==> src/rtl/etsp_pkg.sv <==
// package for the exclusive time scope profiler
// shared constants and types; no dependencies
package etsp_pkg;

    localparam int TableSlots = 16;
    localparam int StackDepth = 16;
    localparam int TimeBits   = 48;

    typedef enum logic [1:0] {
        CMD_ENTER = 2'd0,
        CMD_EXIT  = 2'd1,
        CMD_READ  = 2'd2,
        CMD_NONE  = 2'd3
    } cmd_t;

    typedef enum logic [2:0] {
        ST_OK        = 3'd0,
        ST_FULL      = 3'd1,
        ST_OVERFLOW  = 3'd2,
        ST_EMPTY     = 3'd3,
        ST_UNUSED    = 3'd4
    } status_t;

    typedef enum logic [2:0] {
        FS_IDLE,
        FS_SEARCH,
        FS_CHARGE,
        FS_UPDATE,
        FS_RESUME,
        FS_DONE
    } fsm_t;

    // request travelling down the cell chain
    typedef struct packed {
        logic        valid;
        logic [31:0] key;
    } probe_t;

endpackage

==> src/rtl/etsp_cell.sv <==
// one key cell of the lookup chain
// depends on etsp_pkg
module etsp_cell #(
    parameter int IDX_BITS = 4,
    parameter int MY_INDEX = 0
) (
    input  logic                 clk,
    input  logic                 rst_n,
    input  logic                 load,
    input  logic                 wr_en,
    input  logic [31:0]          wr_key,
    input  logic [IDX_BITS:0]    used,
    input  etsp_pkg::probe_t     probe_in,
    input  logic                 hit_in,
    input  logic [IDX_BITS-1:0]  hit_idx_in,
    output etsp_pkg::probe_t     probe_out,
    output logic                 hit_out,
    output logic [IDX_BITS-1:0]  hit_idx_out
);

    logic [31:0]         key_reg;
    logic                probe_valid_reg;
    logic [31:0]         probe_key_reg;
    logic                hit_reg;
    logic [IDX_BITS-1:0] hit_idx_reg;
    logic                match;

    // the cell is live only once its slot has been allocated
    assign match = probe_in.valid && !hit_in &&
                   ((IDX_BITS+1)'(MY_INDEX) < used) && (key_reg == probe_in.key);

    always_ff @(posedge clk)
    begin
        if (wr_en)
        begin
            key_reg <= wr_key;
        end
    end

    always_ff @(posedge clk or negedge rst_n)
    begin
        if (!rst_n)
        begin
            probe_valid_reg <= 1'b0;
            hit_reg         <= 1'b0;
        end
        else if (load)
        begin
            probe_valid_reg <= probe_in.valid;
            hit_reg         <= hit_in || match;
        end
    end

    always_ff @(posedge clk)
    begin
        if (load)
        begin
            probe_key_reg <= probe_in.key;
            hit_idx_reg   <= match ? IDX_BITS'(MY_INDEX) : hit_idx_in;
        end
    end

    assign probe_out.valid = probe_valid_reg;
    assign probe_out.key   = probe_key_reg;
    assign hit_out         = hit_reg;
    assign hit_idx_out     = hit_idx_reg;

endmodule

==> src/rtl/exclusive_time_scope_profiler.sv <==
// exclusive time scope profiler: top level with command sequencer and tables
// depends on etsp_pkg and etsp_cell
//
// One command is handled at a time. An enter sends its key down a chain of
// TABLE_SLOTS key cells, one cell per cycle, for the lookup; then it passes
// through the charge, update, resume and done states. An enter that finds the
// table full goes from the lookup straight to done, an exit passes through
// charge, update, resume and done, and a read, an unused command, an enter on
// a full stack or an exit on an empty stack go straight to done. The chain
// length sets the enter rate. The result waits in an output register; in_stall
// is high while a command is in flight or its result has not been taken, so
// the next transfer comes at the earliest in the cycle after the result
// transfer.
module exclusive_time_scope_profiler #(
    parameter int TABLE_SLOTS = etsp_pkg::TableSlots,
    parameter int STACK_DEPTH = etsp_pkg::StackDepth,
    parameter int TIME_BITS   = etsp_pkg::TimeBits,
    localparam int IB = (TABLE_SLOTS > 1) ? $clog2(TABLE_SLOTS) : 1,
    localparam int SB = (STACK_DEPTH > 1) ? $clog2(STACK_DEPTH) : 1
) (
    input  logic                 clk,
    input  logic                 rst_n,
    input  logic                 in_valid,
    output logic                 in_stall,
    input  logic [1:0]           cmd,
    input  logic [TIME_BITS-1:0] timestamp,
    input  logic [15:0]          context_id,
    input  logic [15:0]          name_id,
    input  logic [IB-1:0]        entry_index,
    output logic                 out_valid,
    input  logic                 out_stall,
    output logic [2:0]           status,
    output logic [IB-1:0]        slot,
    output logic [31:0]          call_count,
    output logic [TIME_BITS-1:0] elapsed_ticks,
    output logic [IB:0]          used_slots,
    output logic [SB:0]          depth
);

    localparam logic [TIME_BITS-1:0] TMAX = '1;

    // tables
    logic [31:0]          call_mem    [TABLE_SLOTS];
    logic [TIME_BITS-1:0] elapsed_mem [TABLE_SLOTS];
    logic [TIME_BITS-1:0] start_mem   [TABLE_SLOTS];
    logic [IB-1:0]        stack_mem   [STACK_DEPTH];

    etsp_pkg::fsm_t state_reg, state_next;
    logic [IB:0]    used_reg;
    logic [SB:0]    sp_reg;
    logic [IB:0]    cnt_reg;
    logic [1:0]     cmd_reg;
    logic [TIME_BITS-1:0] now_reg;
    logic [31:0]    key_reg;
    logic [IB-1:0]  s_reg;
    logic           hit_reg;
    logic [IB-1:0]  top_reg;
    logic [TIME_BITS-1:0] top_el_reg, top_st_reg;

    logic           out_valid_reg;
    logic [2:0]     status_reg;
    logic [IB-1:0]  slot_reg;
    logic [31:0]    calls_reg;
    logic [TIME_BITS-1:0] ticks_reg;

    logic in_xfer, out_xfer, busy;
    assign busy     = (state_reg != etsp_pkg::FS_IDLE) || out_valid_reg;
    assign in_stall = busy;
    assign in_xfer  = in_valid && !busy;
    assign out_xfer = out_valid_reg && !out_stall;

    // cell chain
    etsp_pkg::probe_t    probe [TABLE_SLOTS+1];
    logic                hit   [TABLE_SLOTS+1];
    logic [IB-1:0]       hidx  [TABLE_SLOTS+1];
    logic                chain_load, key_wr;

    assign probe[0].valid = (state_reg == etsp_pkg::FS_SEARCH) && (cnt_reg == '0);
    assign probe[0].key   = key_reg;
    assign hit[0]         = 1'b0;
    assign hidx[0]        = '0;
    assign chain_load     = (state_reg == etsp_pkg::FS_SEARCH);

    genvar g;
    generate
        for (g = 0; g < TABLE_SLOTS; g++)
        begin : g_cell
            etsp_cell #(.IDX_BITS(IB), .MY_INDEX(g)) u_cell (
                .clk        (clk),
                .rst_n      (rst_n),
                .load       (chain_load),
                .wr_en      (key_wr && (s_reg == IB'(g))),
                .wr_key     (key_reg),
                .used       (used_reg),
                .probe_in   (probe[g]),
                .hit_in     (hit[g]),
                .hit_idx_in (hidx[g]),
                .probe_out  (probe[g+1]),
                .hit_out    (hit[g+1]),
                .hit_idx_out(hidx[g+1])
            );
        end
    endgenerate

    // charge arithmetic for the current top
    logic [TIME_BITS-1:0] run, room, charged;
    assign run     = now_reg - top_st_reg;
    assign room    = TMAX - top_el_reg;
    assign charged = (run > room) ? TMAX : top_el_reg + run;

    logic search_done;
    assign search_done = (state_reg == etsp_pkg::FS_SEARCH) &&
                         (cnt_reg == (IB+1)'(TABLE_SLOTS));
    logic do_fail;
    assign key_wr = (state_reg == etsp_pkg::FS_UPDATE) && (cmd_reg == etsp_pkg::CMD_ENTER)
                    && !hit_reg;

    // next state
    always_comb
    begin
        state_next = state_reg;
        case (state_reg)
            etsp_pkg::FS_IDLE:
            begin
                if (in_xfer)
                begin
                    case (cmd)
                        etsp_pkg::CMD_ENTER:
                            state_next = (sp_reg >= (SB+1)'(STACK_DEPTH)) ?
                                         etsp_pkg::FS_DONE : etsp_pkg::FS_SEARCH;
                        etsp_pkg::CMD_EXIT:
                            state_next = (sp_reg == '0) ? etsp_pkg::FS_DONE
                                                        : etsp_pkg::FS_CHARGE;
                        default: state_next = etsp_pkg::FS_DONE;
                    endcase
                end
            end
            etsp_pkg::FS_SEARCH:
            begin
                if (search_done)
                begin
                    state_next = (!hit[TABLE_SLOTS] && used_reg >= (IB+1)'(TABLE_SLOTS)) ?
                                 etsp_pkg::FS_DONE : etsp_pkg::FS_CHARGE;
                end
            end
            etsp_pkg::FS_CHARGE: state_next = etsp_pkg::FS_UPDATE;
            etsp_pkg::FS_UPDATE: state_next = etsp_pkg::FS_RESUME;
            etsp_pkg::FS_RESUME: state_next = etsp_pkg::FS_DONE;
            etsp_pkg::FS_DONE:   state_next = etsp_pkg::FS_IDLE;
            default:             state_next = etsp_pkg::FS_IDLE;
        endcase
    end

    assign do_fail = search_done && !hit[TABLE_SLOTS] && used_reg >= (IB+1)'(TABLE_SLOTS);

    always_ff @(posedge clk or negedge rst_n)
    begin
        if (!rst_n)
        begin
            state_reg     <= etsp_pkg::FS_IDLE;
            used_reg      <= '0;
            sp_reg        <= '0;
            cnt_reg       <= '0;
            out_valid_reg <= 1'b0;
        end
        else
        begin
            state_reg <= state_next;
            if (state_reg == etsp_pkg::FS_SEARCH)
                cnt_reg <= cnt_reg + 1'b1;
            else
                cnt_reg <= '0;
            if (key_wr)
                used_reg <= used_reg + 1'b1;
            if (state_reg == etsp_pkg::FS_UPDATE)
            begin
                if (cmd_reg == etsp_pkg::CMD_ENTER)
                    sp_reg <= sp_reg + 1'b1;
                else
                    sp_reg <= sp_reg - 1'b1;
            end
            if (state_reg == etsp_pkg::FS_DONE)
                out_valid_reg <= 1'b1;
            else if (out_xfer)
                out_valid_reg <= 1'b0;
        end
    end

    // datapath and result register
    always_ff @(posedge clk)
    begin
        if (in_xfer)
        begin
            cmd_reg    <= cmd;
            now_reg    <= timestamp;
            key_reg    <= {context_id, name_id};
            hit_reg    <= 1'b0;
            if (sp_reg != '0)
                top_reg <= stack_mem[SB'(sp_reg - 1'b1)];
            case (cmd)
                etsp_pkg::CMD_ENTER:
                begin
                    status_reg <= (sp_reg >= (SB+1)'(STACK_DEPTH)) ?
                                  etsp_pkg::ST_OVERFLOW : etsp_pkg::ST_OK;
                    slot_reg   <= '0;
                    calls_reg  <= '0;
                    ticks_reg  <= '0;
                end
                etsp_pkg::CMD_EXIT:
                begin
                    status_reg <= (sp_reg == '0) ? etsp_pkg::ST_EMPTY : etsp_pkg::ST_OK;
                    slot_reg   <= '0;
                    calls_reg  <= '0;
                    ticks_reg  <= '0;
                end
                etsp_pkg::CMD_READ:
                begin
                    slot_reg <= entry_index;
                    if ({1'b0, entry_index} >= used_reg ||
                        32'(entry_index) >= 32'(TABLE_SLOTS))
                    begin
                        status_reg <= etsp_pkg::ST_UNUSED;
                        calls_reg  <= '0;
                        ticks_reg  <= '0;
                    end
                    else
                    begin
                        status_reg <= etsp_pkg::ST_OK;
                        calls_reg  <= call_mem[entry_index];
                        ticks_reg  <= elapsed_mem[entry_index];
                    end
                end
                default:
                begin
                    status_reg <= etsp_pkg::ST_OK;
                    slot_reg   <= '0;
                    calls_reg  <= '0;
                    ticks_reg  <= '0;
                end
            endcase
        end
        if (search_done)
        begin
            hit_reg <= hit[TABLE_SLOTS];
            s_reg   <= hit[TABLE_SLOTS] ? hidx[TABLE_SLOTS] : IB'(used_reg);
            if (do_fail)
                status_reg <= etsp_pkg::ST_FULL;
        end
        if (state_reg == etsp_pkg::FS_IDLE && in_xfer && cmd == etsp_pkg::CMD_EXIT)
            s_reg <= (sp_reg != '0) ? stack_mem[SB'(sp_reg - 1'b1)] : '0;
        // fetch top for charging
        if (state_reg == etsp_pkg::FS_CHARGE)
        begin
            top_el_reg <= elapsed_mem[top_reg];
            top_st_reg <= start_mem[top_reg];
        end
        if (state_reg == etsp_pkg::FS_UPDATE)
        begin
            if (sp_reg != '0)
                elapsed_mem[top_reg] <= charged;
            if (cmd_reg == etsp_pkg::CMD_ENTER)
            begin
                start_mem[s_reg] <= now_reg;
                stack_mem[SB'(sp_reg)] <= s_reg;
                if (!hit_reg)
                begin
                    call_mem[s_reg]    <= 32'd1;
                    elapsed_mem[s_reg] <= '0;
                end
                else if (call_mem[s_reg] != '1)
                    call_mem[s_reg] <= call_mem[s_reg] + 1'b1;
            end
            else if (sp_reg > (SB+1)'(1))
                top_reg <= stack_mem[SB'(sp_reg - 2'd2)];
        end
        if (state_reg == etsp_pkg::FS_RESUME)
        begin
            if (cmd_reg == etsp_pkg::CMD_EXIT && sp_reg != '0)
                start_mem[top_reg] <= now_reg;
            slot_reg  <= s_reg;
            calls_reg <= call_mem[s_reg];
            ticks_reg <= elapsed_mem[s_reg];
        end
    end

    assign out_valid     = out_valid_reg;
    assign status        = status_reg;
    assign slot          = slot_reg;
    assign call_count    = calls_reg;
    assign elapsed_ticks = ticks_reg;
    assign used_slots    = used_reg;
    assign depth         = sp_reg;

    // checks
    a_sp_range: assert property (@(posedge clk) disable iff (!rst_n)
        sp_reg <= (SB+1)'(STACK_DEPTH)) else $error("stack pointer past depth");
    a_used_range: assert property (@(posedge clk) disable iff (!rst_n)
        used_reg <= (IB+1)'(TABLE_SLOTS)) else $error("slot count past table");
    a_no_take_busy: assert property (@(posedge clk) disable iff (!rst_n)
        out_valid_reg |-> state_reg == etsp_pkg::FS_IDLE) else $error("busy with result held");

endmodule

==> config.mk <==
export PLATFORM = sky130hd
export DESIGN_NAME = exclusive_time_scope_profiler
export DESIGN_NICKNAME = d
export VERILOG_FILES = /design/src/rtl/etsp_pkg.sv /design/src/rtl/etsp_cell.sv /design/src/rtl/exclusive_time_scope_profiler.sv
export SDC_FILE = /design/constraint.sdc
export NUM_CORES = 2
export LEC_CHECK = 0
export BUFFER_PORTS_ARGS = -buffer_cell sky130_fd_sc_hd__buf_4
export CAP_MARGIN = 20
export CORE_MARGIN = 2
export CORE_UTILIZATION = 53
export CTS_CLUSTER_DIAMETER = 50
export DETAILED_ROUTE_END_ITERATION = 6
export PLACE_DENSITY = 0.69
export RECOVER_POWER = 50
export SLEW_MARGIN = 20
export SYNTH_ARGS = -nofsm -noshare
export SYNTH_HDL_FRONTEND = slang
export SYNTH_SLANG_ARGS = --single-unit
export TNS_END_PERCENT = 30
==> constraint.sdc <==
create_clock -name clk -period 23.6 [get_ports clk]
set_input_delay 3.54 -clock clk [delete_from_list [all_inputs] [get_ports clk]]
set_output_delay 3.54 -clock clk [all_outputs]
set_load 0.1 [all_outputs]
**Word level (Yosys, flattened, before mapping)**

Memory sizes are Yosys's and may differ from the RTL's. A register that Yosys moved wholly into a read port is not among the register bits.
Cells that the tools add are included.

- $add $sub $neg: 9
- Order comparisons: 21
- Shift-type cells: 0
- Divide/modulo/power cells: 0
- Equality and inequality tests: 43
- Reduce and logical (&&, ||, !) cells: 124
- Mux-type cells: 65
- Multipliers: 0
- Bitwise logic cells: 1

Operators with widths:

| cell | count |
|---|---|
| equality test 32 bit | 16 |
| 2-to-1 mux 48 bit | 6 |
| 2-to-1 mux 32 bit | 5 |
| logical AND 1 bit | 75 |
| 2-to-1 mux 4 bit | 15 |
| adder 48 bit | 1 |
| greater-than comparator 48 bit | 1 |
| OR reduction 48 bit | 1 |
| subtractor 48 bit | 1 |
| subtractor 48 bit (first input constant) | 1 |
| < comparator 4 x 5 -> 1 bit (first input constant) | 8 |
| adder 32 x 1 -> 32 bit (second input constant) | 1 |
| equality test 4 bit (second input constant) | 8 |
| inequality test 32 bit (second input constant) | 1 |
| 2-to-1 mux 3 bit | 9 |
| 2-to-1 mux 1 bit | 23 |
| < comparator 3 x 5 -> 1 bit (first input constant) | 4 |
| zero test 1 bit | 19 |
| equality test 4 x 3 -> 1 bit (second input constant) | 4 |
| logical OR 1 bit | 16 |
| adder 5 x 1 -> 5 bit (second input constant) | 3 |
| one-hot mux 3 bit (5 select lines) | 1 |
| greater-or-equal comparator 5 bit (second input constant) | 2 |
| zero test 5 bit | 2 |
| other kinds (28) | 40 |

- Flip-flop bits (word level): 1269
- Input port bits: 90
- Word-level logic and storage cells: 359
- Memories: 4
- Bits in read-only memories: 0
- Bits in writable memories: 2112
- Latch bits: 0
- Output and inout bits: 99

Memory list:

| name | depth | width | read ports | clocked after Yosys merged registers in | write ports | line | RTL |
|---|---|---|---|---|---|---|---|
| elapsed_mem | 16 | 48 | 3 | 2 | 2 | exclusive_time_scope_profiler.sv:44 | `logic [TIME_BITS-1:0] elapsed_mem [TABLE_SLOTS];` |
| start_mem | 16 | 48 | 1 | 1 | 1 | exclusive_time_scope_profiler.sv:45 | `logic [TIME_BITS-1:0] start_mem [TABLE_SLOTS];` |
| call_mem | 16 | 32 | 2 | 1 | 1 | exclusive_time_scope_profiler.sv:43 | `logic [31:0] call_mem [TABLE_SLOTS];` |
| stack_mem | 16 | 4 | 2 | 0 | 1 | exclusive_time_scope_profiler.sv:46 | `logic [IB-1:0] stack_mem [STACK_DEPTH];` |

**Logic depth before layout (Yosys ltp)**

- Depth after elaboration: 8
- Mapped depth: 24
- Mapped depth without buffers: 22

**Cells and area by module**

From an unflattened synthesis, not the netlist that was laid out.

- Cells, all modules: 9572
- Area total of the unflattened synthesis: 155678.1 um^2

By module, submodules not included:

| module | instances | cells an instance | area an instance (um^2) |
|---|---|---|---|
| exclusive_time_scope_profiler | 1 | 7555 | 115011.6 |
| etsp_cell (g_cell[12].u_cell) | 1 | 125 | 2567.5 |
| etsp_cell (g_cell[13].u_cell) | 1 | 132 | 2565.0 |
| etsp_cell (g_cell[4].u_cell) | 1 | 129 | 2562.5 |
| etsp_cell (g_cell[8].u_cell) | 1 | 130 | 2557.5 |
| etsp_cell (g_cell[2].u_cell) | 1 | 127 | 2549.9 |
| etsp_cell (g_cell[6].u_cell) | 1 | 125 | 2546.2 |
| etsp_cell (g_cell[9].u_cell) | 1 | 132 | 2546.2 |
| etsp_cell (g_cell[11].u_cell) | 1 | 123 | 2541.2 |
| etsp_cell (g_cell[5].u_cell) | 1 | 125 | 2539.9 |
| etsp_cell (g_cell[14].u_cell) | 1 | 125 | 2537.4 |
| etsp_cell (g_cell[10].u_cell) | 1 | 127 | 2532.4 |
| etsp_cell (g_cell[1].u_cell) | 1 | 123 | 2532.4 |
| etsp_cell (g_cell[3].u_cell) | 1 | 123 | 2529.9 |
| +3 rows | -- | -- | -- |

**Worst setup path after synthesis**

Ideal clock, no wire load.

- Path type: reg2reg
- From: register state_reg[0]
- To: register g_cell[0].u_cell.probe_key_reg[0] (enable)
- Slack: 6.980 ns
- Data arrival time: 15.522 ns
- Data required time: 22.502 ns
- Stages on the path, launching flop included: 7
- Period minus slack after synthesis: 16.620 ns
- Setup time: 1.098 ns
- Buffers on the path: 3
- Cell sequence: dfrtp_1 > clkbuf_1 > nor2b_1 > nand2b_1 > clkbuf_1 > clkinv_1 > clkbuf_1

- Longest elaborated chain between the ends: 1

Ends and longest elaborated chain:

| what | line | RTL |
|---|---|---|
| start, declared | exclusive_time_scope_profiler.sv:48 | `etsp_pkg::fsm_t state_reg, state_next;` |
| start signal, assigned | exclusive_time_scope_profiler.sv:160 | `state_reg <= etsp_pkg::FS_IDLE;` |
| start signal, assigned | exclusive_time_scope_profiler.sv:168 | `state_reg <= state_next;` |
| equality test 3 x 1 -> 1 bit | exclusive_time_scope_profiler.sv:82 | `assign chain_load = (state_reg == etsp_pkg::FS_SEARCH);` |
| end signal, assigned | etsp_cell.sv:58 | `probe_key_reg <= probe_in.key;` |
| end, declared | etsp_cell.sv:23 | `logic [31:0] probe_key_reg;` |

No other way between the ends.
A chain may end at the register's enable or synchronous reset.

**Final worst setup path**

- From: register state_reg[0]
- To: register g_cell[6].u_cell.hit_reg

- Longest elaborated chain between the ends: 1

Ends and longest elaborated chain:

| what | line | RTL |
|---|---|---|
| equality test 3 x 1 -> 1 bit | exclusive_time_scope_profiler.sv:82 |  |
| end signal, assigned | etsp_cell.sv:50 | `hit_reg <= hit_in \|\| match;` |
| end, declared | etsp_cell.sv:24 | `logic hit_reg;` |

No other way between the ends.

==> results.sh <==
export IMPL_die_x_um=542
export IMPL_crit_required_ns=24.44
export IMPL_top_regs="elapsed_mem x768, start_mem x768"
export IMPL_status="finished with violations"
export IMPL_num_io_pins=189
export IMPL_detail_route_antenna_nets=0
export IMPL_die_area_um2=294000
export IMPL_swShare_pct=37.2
export IMPL_maxSlewViolCount=2704
export IMPL_fin_crit_ns=13.42
export IMPL_wirelength_mm=446
export IMPL_synth_distinct_cells=90
export IMPL_setup_ws_ns=10.18
export IMPL_die_y_um=542
export IMPL_synthArstFlopShare_pct=1.44
export IMPL_ff2ff_setup_slack_ns=10.18
export IMPL_maxCapViolCount=87
export IMPL_yosysMostFrequentCell="edfxtp_1"
export IMPL_grt_pass1_wl_mm=645
export IMPL_drt_iter0_drc=12300
export IMPL_gp_congestion=0.914
export IMPL_arrival_ns=14.27
export IMPL_fp_row_count=197
export IMPL_p_total_mw=23.2
export IMPL_avgSynthCellArea_um2=16.2
export IMPL_synth_edf_count=2652
export IMPL_tightest_slew_ns=8.16
export IMPL_ys_top_cells_by_count="edfxtp_1, mux4_2, dfxtp_1, nor2_1, clkbuf_1"
export IMPL_worst_clock_skew_ns=0.0631
export IMPL_synth_cells=9483
export IMPL_avgViaCountPerCell=6.74
export IMPL_fillers=20900
export IMPL_initial_utilization_pct=53.3
export IMPL_critPathMaxFanout=137
export IMPL_num_vias=92700
export IMPL_holdWs_ns=0.420
export IMPL_io_buffers=188
export IMPL_p_seq_share_pct=39.2
export IMPL_slew_headroom_pct=-444
export IMPL_wl_per_cell_um=32.4
export IMPL_hold_class="reg2reg"
export IMPL_clockBufferDepth=4
export IMPL_clk_latency_ns=0.97
export IMPL_syn2layout_area_growth_pct=12.1
export IMPL_drive_gt1_share_pct=24.1
export IMPL_yosysSeqAreaShare_pct=62.9
export IMPL_violations="capacitance limit, slew limit"
export IMPL_final_core_util_pct=59.7
export IMPL_p_comb_share_pct=34.4
export IMPL_cts_tree="built"
export IMPL_first_pass_iters=7
export IMPL_rsz0062_at_grt="no"
export IMPL_min_period_over_period_pct=56.9
export IMPL_cp_start_kind="register"
export IMPL_final_nets=9844
export IMPL_powerDensity_nw_per_um2=135
export IMPL_fmax_mhz=74.5
export IMPL_yosysTopAreaCell="edfxtp_1"
export IMPL_numCtsBuffers=393
export IMPL_finalSetupTns_ns=0
export IMPL_peakVddDrop_uv=105
export IMPL_cts_root_buf="clkbuf_16"
export IMPL_ys_ff_latch=3481
export IMPL_drc_errors=0
export IMPL_setup_viol=0
export IMPL_power_leakage_nw=57.2
export IMPL_ys_warn_count=0
export IMPL_hold_buffers=0
export IMPL_core_um2=288000
export IMPL_yosys_most_used_dff="edfxtp_1"
export IMPL_p_int_mw=14.6
export IMPL_antenna_found_initial=24
export IMPL_grt_max_degree=147
export IMPL_clock_sinks=3481
export IMPL_synth_area_um2=153000
export IMPL_hpwlAfterDp_mm=257
export IMPL_path_clk_slew_ns=0.06
export IMPL_pwr_share_clk_pct=26.4
export IMPL_endpoint_kind="register"
export IMPL_gr_usage_all_layers_pct=30.2
export IMPL_grt_pass1_vias=92900
export IMPL_power_switching_mw=8.63
export IMPL_syn_nets=9686
export IMPL_synth_top_cell_area_share_pct=51.9
export IMPL_final_hold_violation_count=0
export IMPL_post_cts_buffers=0
export IMPL_cts_resized=0
export IMPL_htreeDepth=5
export IMPL_synth_area_leaders="edfxtp_1, mux4_2, dfxtp_1, a211oi_1, xor2_1"
export IMPL_dp_worst_setup_slack_ns=15.67
export IMPL_gr_total_overflow=0
export IMPL_critical_path_class="reg2reg"
## stage by stage
step | area, um2 | instances
after floorplan | 153000 | 9483
after global placement | 159000 | 13000
after detailed placement | 159000 | 13000
after global routing | 172000 | 13800
after CTS | 172000 | 13700
final | 172000 | 13800
## power groups by stage
| stage | sequential [mW] | combinational, mW | clock [mW] |
|---|---|---|---|
| finish | 9.09 | 7.98 | 6.13 |
| global route | 9.20 | 8.41 | 6.43 |
| CTS | 9.04 | 7.75 | 6.18 |
| detailed placement | 9.15 | 7.70 | 0 |
| global placement | 9.07 | 7.55 | 0 |
| floorplan | 9.44 | 5.06 | 0 |
## cell usage in the layout (no fill, tap or decap), types with 111 or more instances in the layout
| cell | Yosys | routed |
|---|---|---|
| edfxtp_1 | 2652 | 2652 |
| mux4_2 | 1308 | 1308 |
| dfxtp_1 | 779 | 773 |
| nor2_1 | 680 | 636 |
| a211oi_1 | 504 | 504 |
| o21ai_0 | 426 | 426 |
| a21oi_1 | 407 | 406 |
| clkbuf_16 | 0 | 405 |
| xor2_1 | 320 | 320 |
| xnor2_1 | 304 | 302 |
| nand2_1 | 273 | 273 |
| buf_4 | 11 | 228 |
| inv_1 | 203 | 196 |
| clkbuf_1 | 509 | 187 |
| ha_1 | 111 | 111 |
## logic make-up (layout without fill, tap and decap cells)
kind of cell               after synthesis  count (layout)  share of synthesized area, %
AOI/OAI and AO/OA                     1567            1567                          6.36
DFF                                   3481            3481                          62.9
and+or+nand+nor                       1481            1481                          4.49
buffers and inverters                  862            1353                          2.26
adders and majority gates              113             113                         0.931
muxes                                 1355            1355                          19.5
xor gates and xnor gates               624             624                          3.56
other                                    0               9                             0
## routing by layer
layer | track usage, % | routed length [um] | vias to the layer above | share of wire [%]
met5 | 0.132 | 95 | - | 0.021
met4 | 10.8 | 18200 | 16 | 4.1
met3 | 8.39 | 53700 | 1218 | 12
met2 | 47.0 | 207000 | 5831 | 46
met1 | 40.9 | 167000 | 47500 | 37
li1 | - | - | 38100 | -
## cell type report
cell class	instances	area, um2	area share, %
flip-flops and latches	3481	96500	56.1
clock inverters	226	2410	1.40
well taps	3781	4730	2.75
clock buffers	502	10700	6.20
inverters	212	821	0.477
diodes	9	22.5	0.0131
multi-input cells	5140	54000	31.4
repair buffers	413	2930	1.71
## critical path, stage by stage, from the launching register on
cell	delay (ns)
dfrtp_1	0.47
nor2b_1	0.21
nand2b_1	0.09
clkbuf_1	1.85
clkinvlp_2	5.56
clkbuf_1	2.45
buf_4	1.00
buf_4	0.60
buf_4	0.54
o21ai_0	0.26
nand2_1	0.09
## worst paths after layout
kind,start,cells after the start,to
min reg2reg,g_cell[0].u_cell.probe_key_reg[23],0,g_cell[1].u_cell.probe_key_reg[23]
max,state_reg[0],10,g_cell[6].u_cell.hit_out
max in group asynchronous,rst_n,1,depth[0]
min in group asynchronous,rst_n,1,g_cell[6].u_cell.hit_out
min,g_cell[0].u_cell.probe_key_reg[23],0,g_cell[1].u_cell.probe_key_reg[23]
max reg2reg,state_reg[0],10,g_cell[6].u_cell.hit_out
Note: power is estimated with default switching activity, not from simulation.
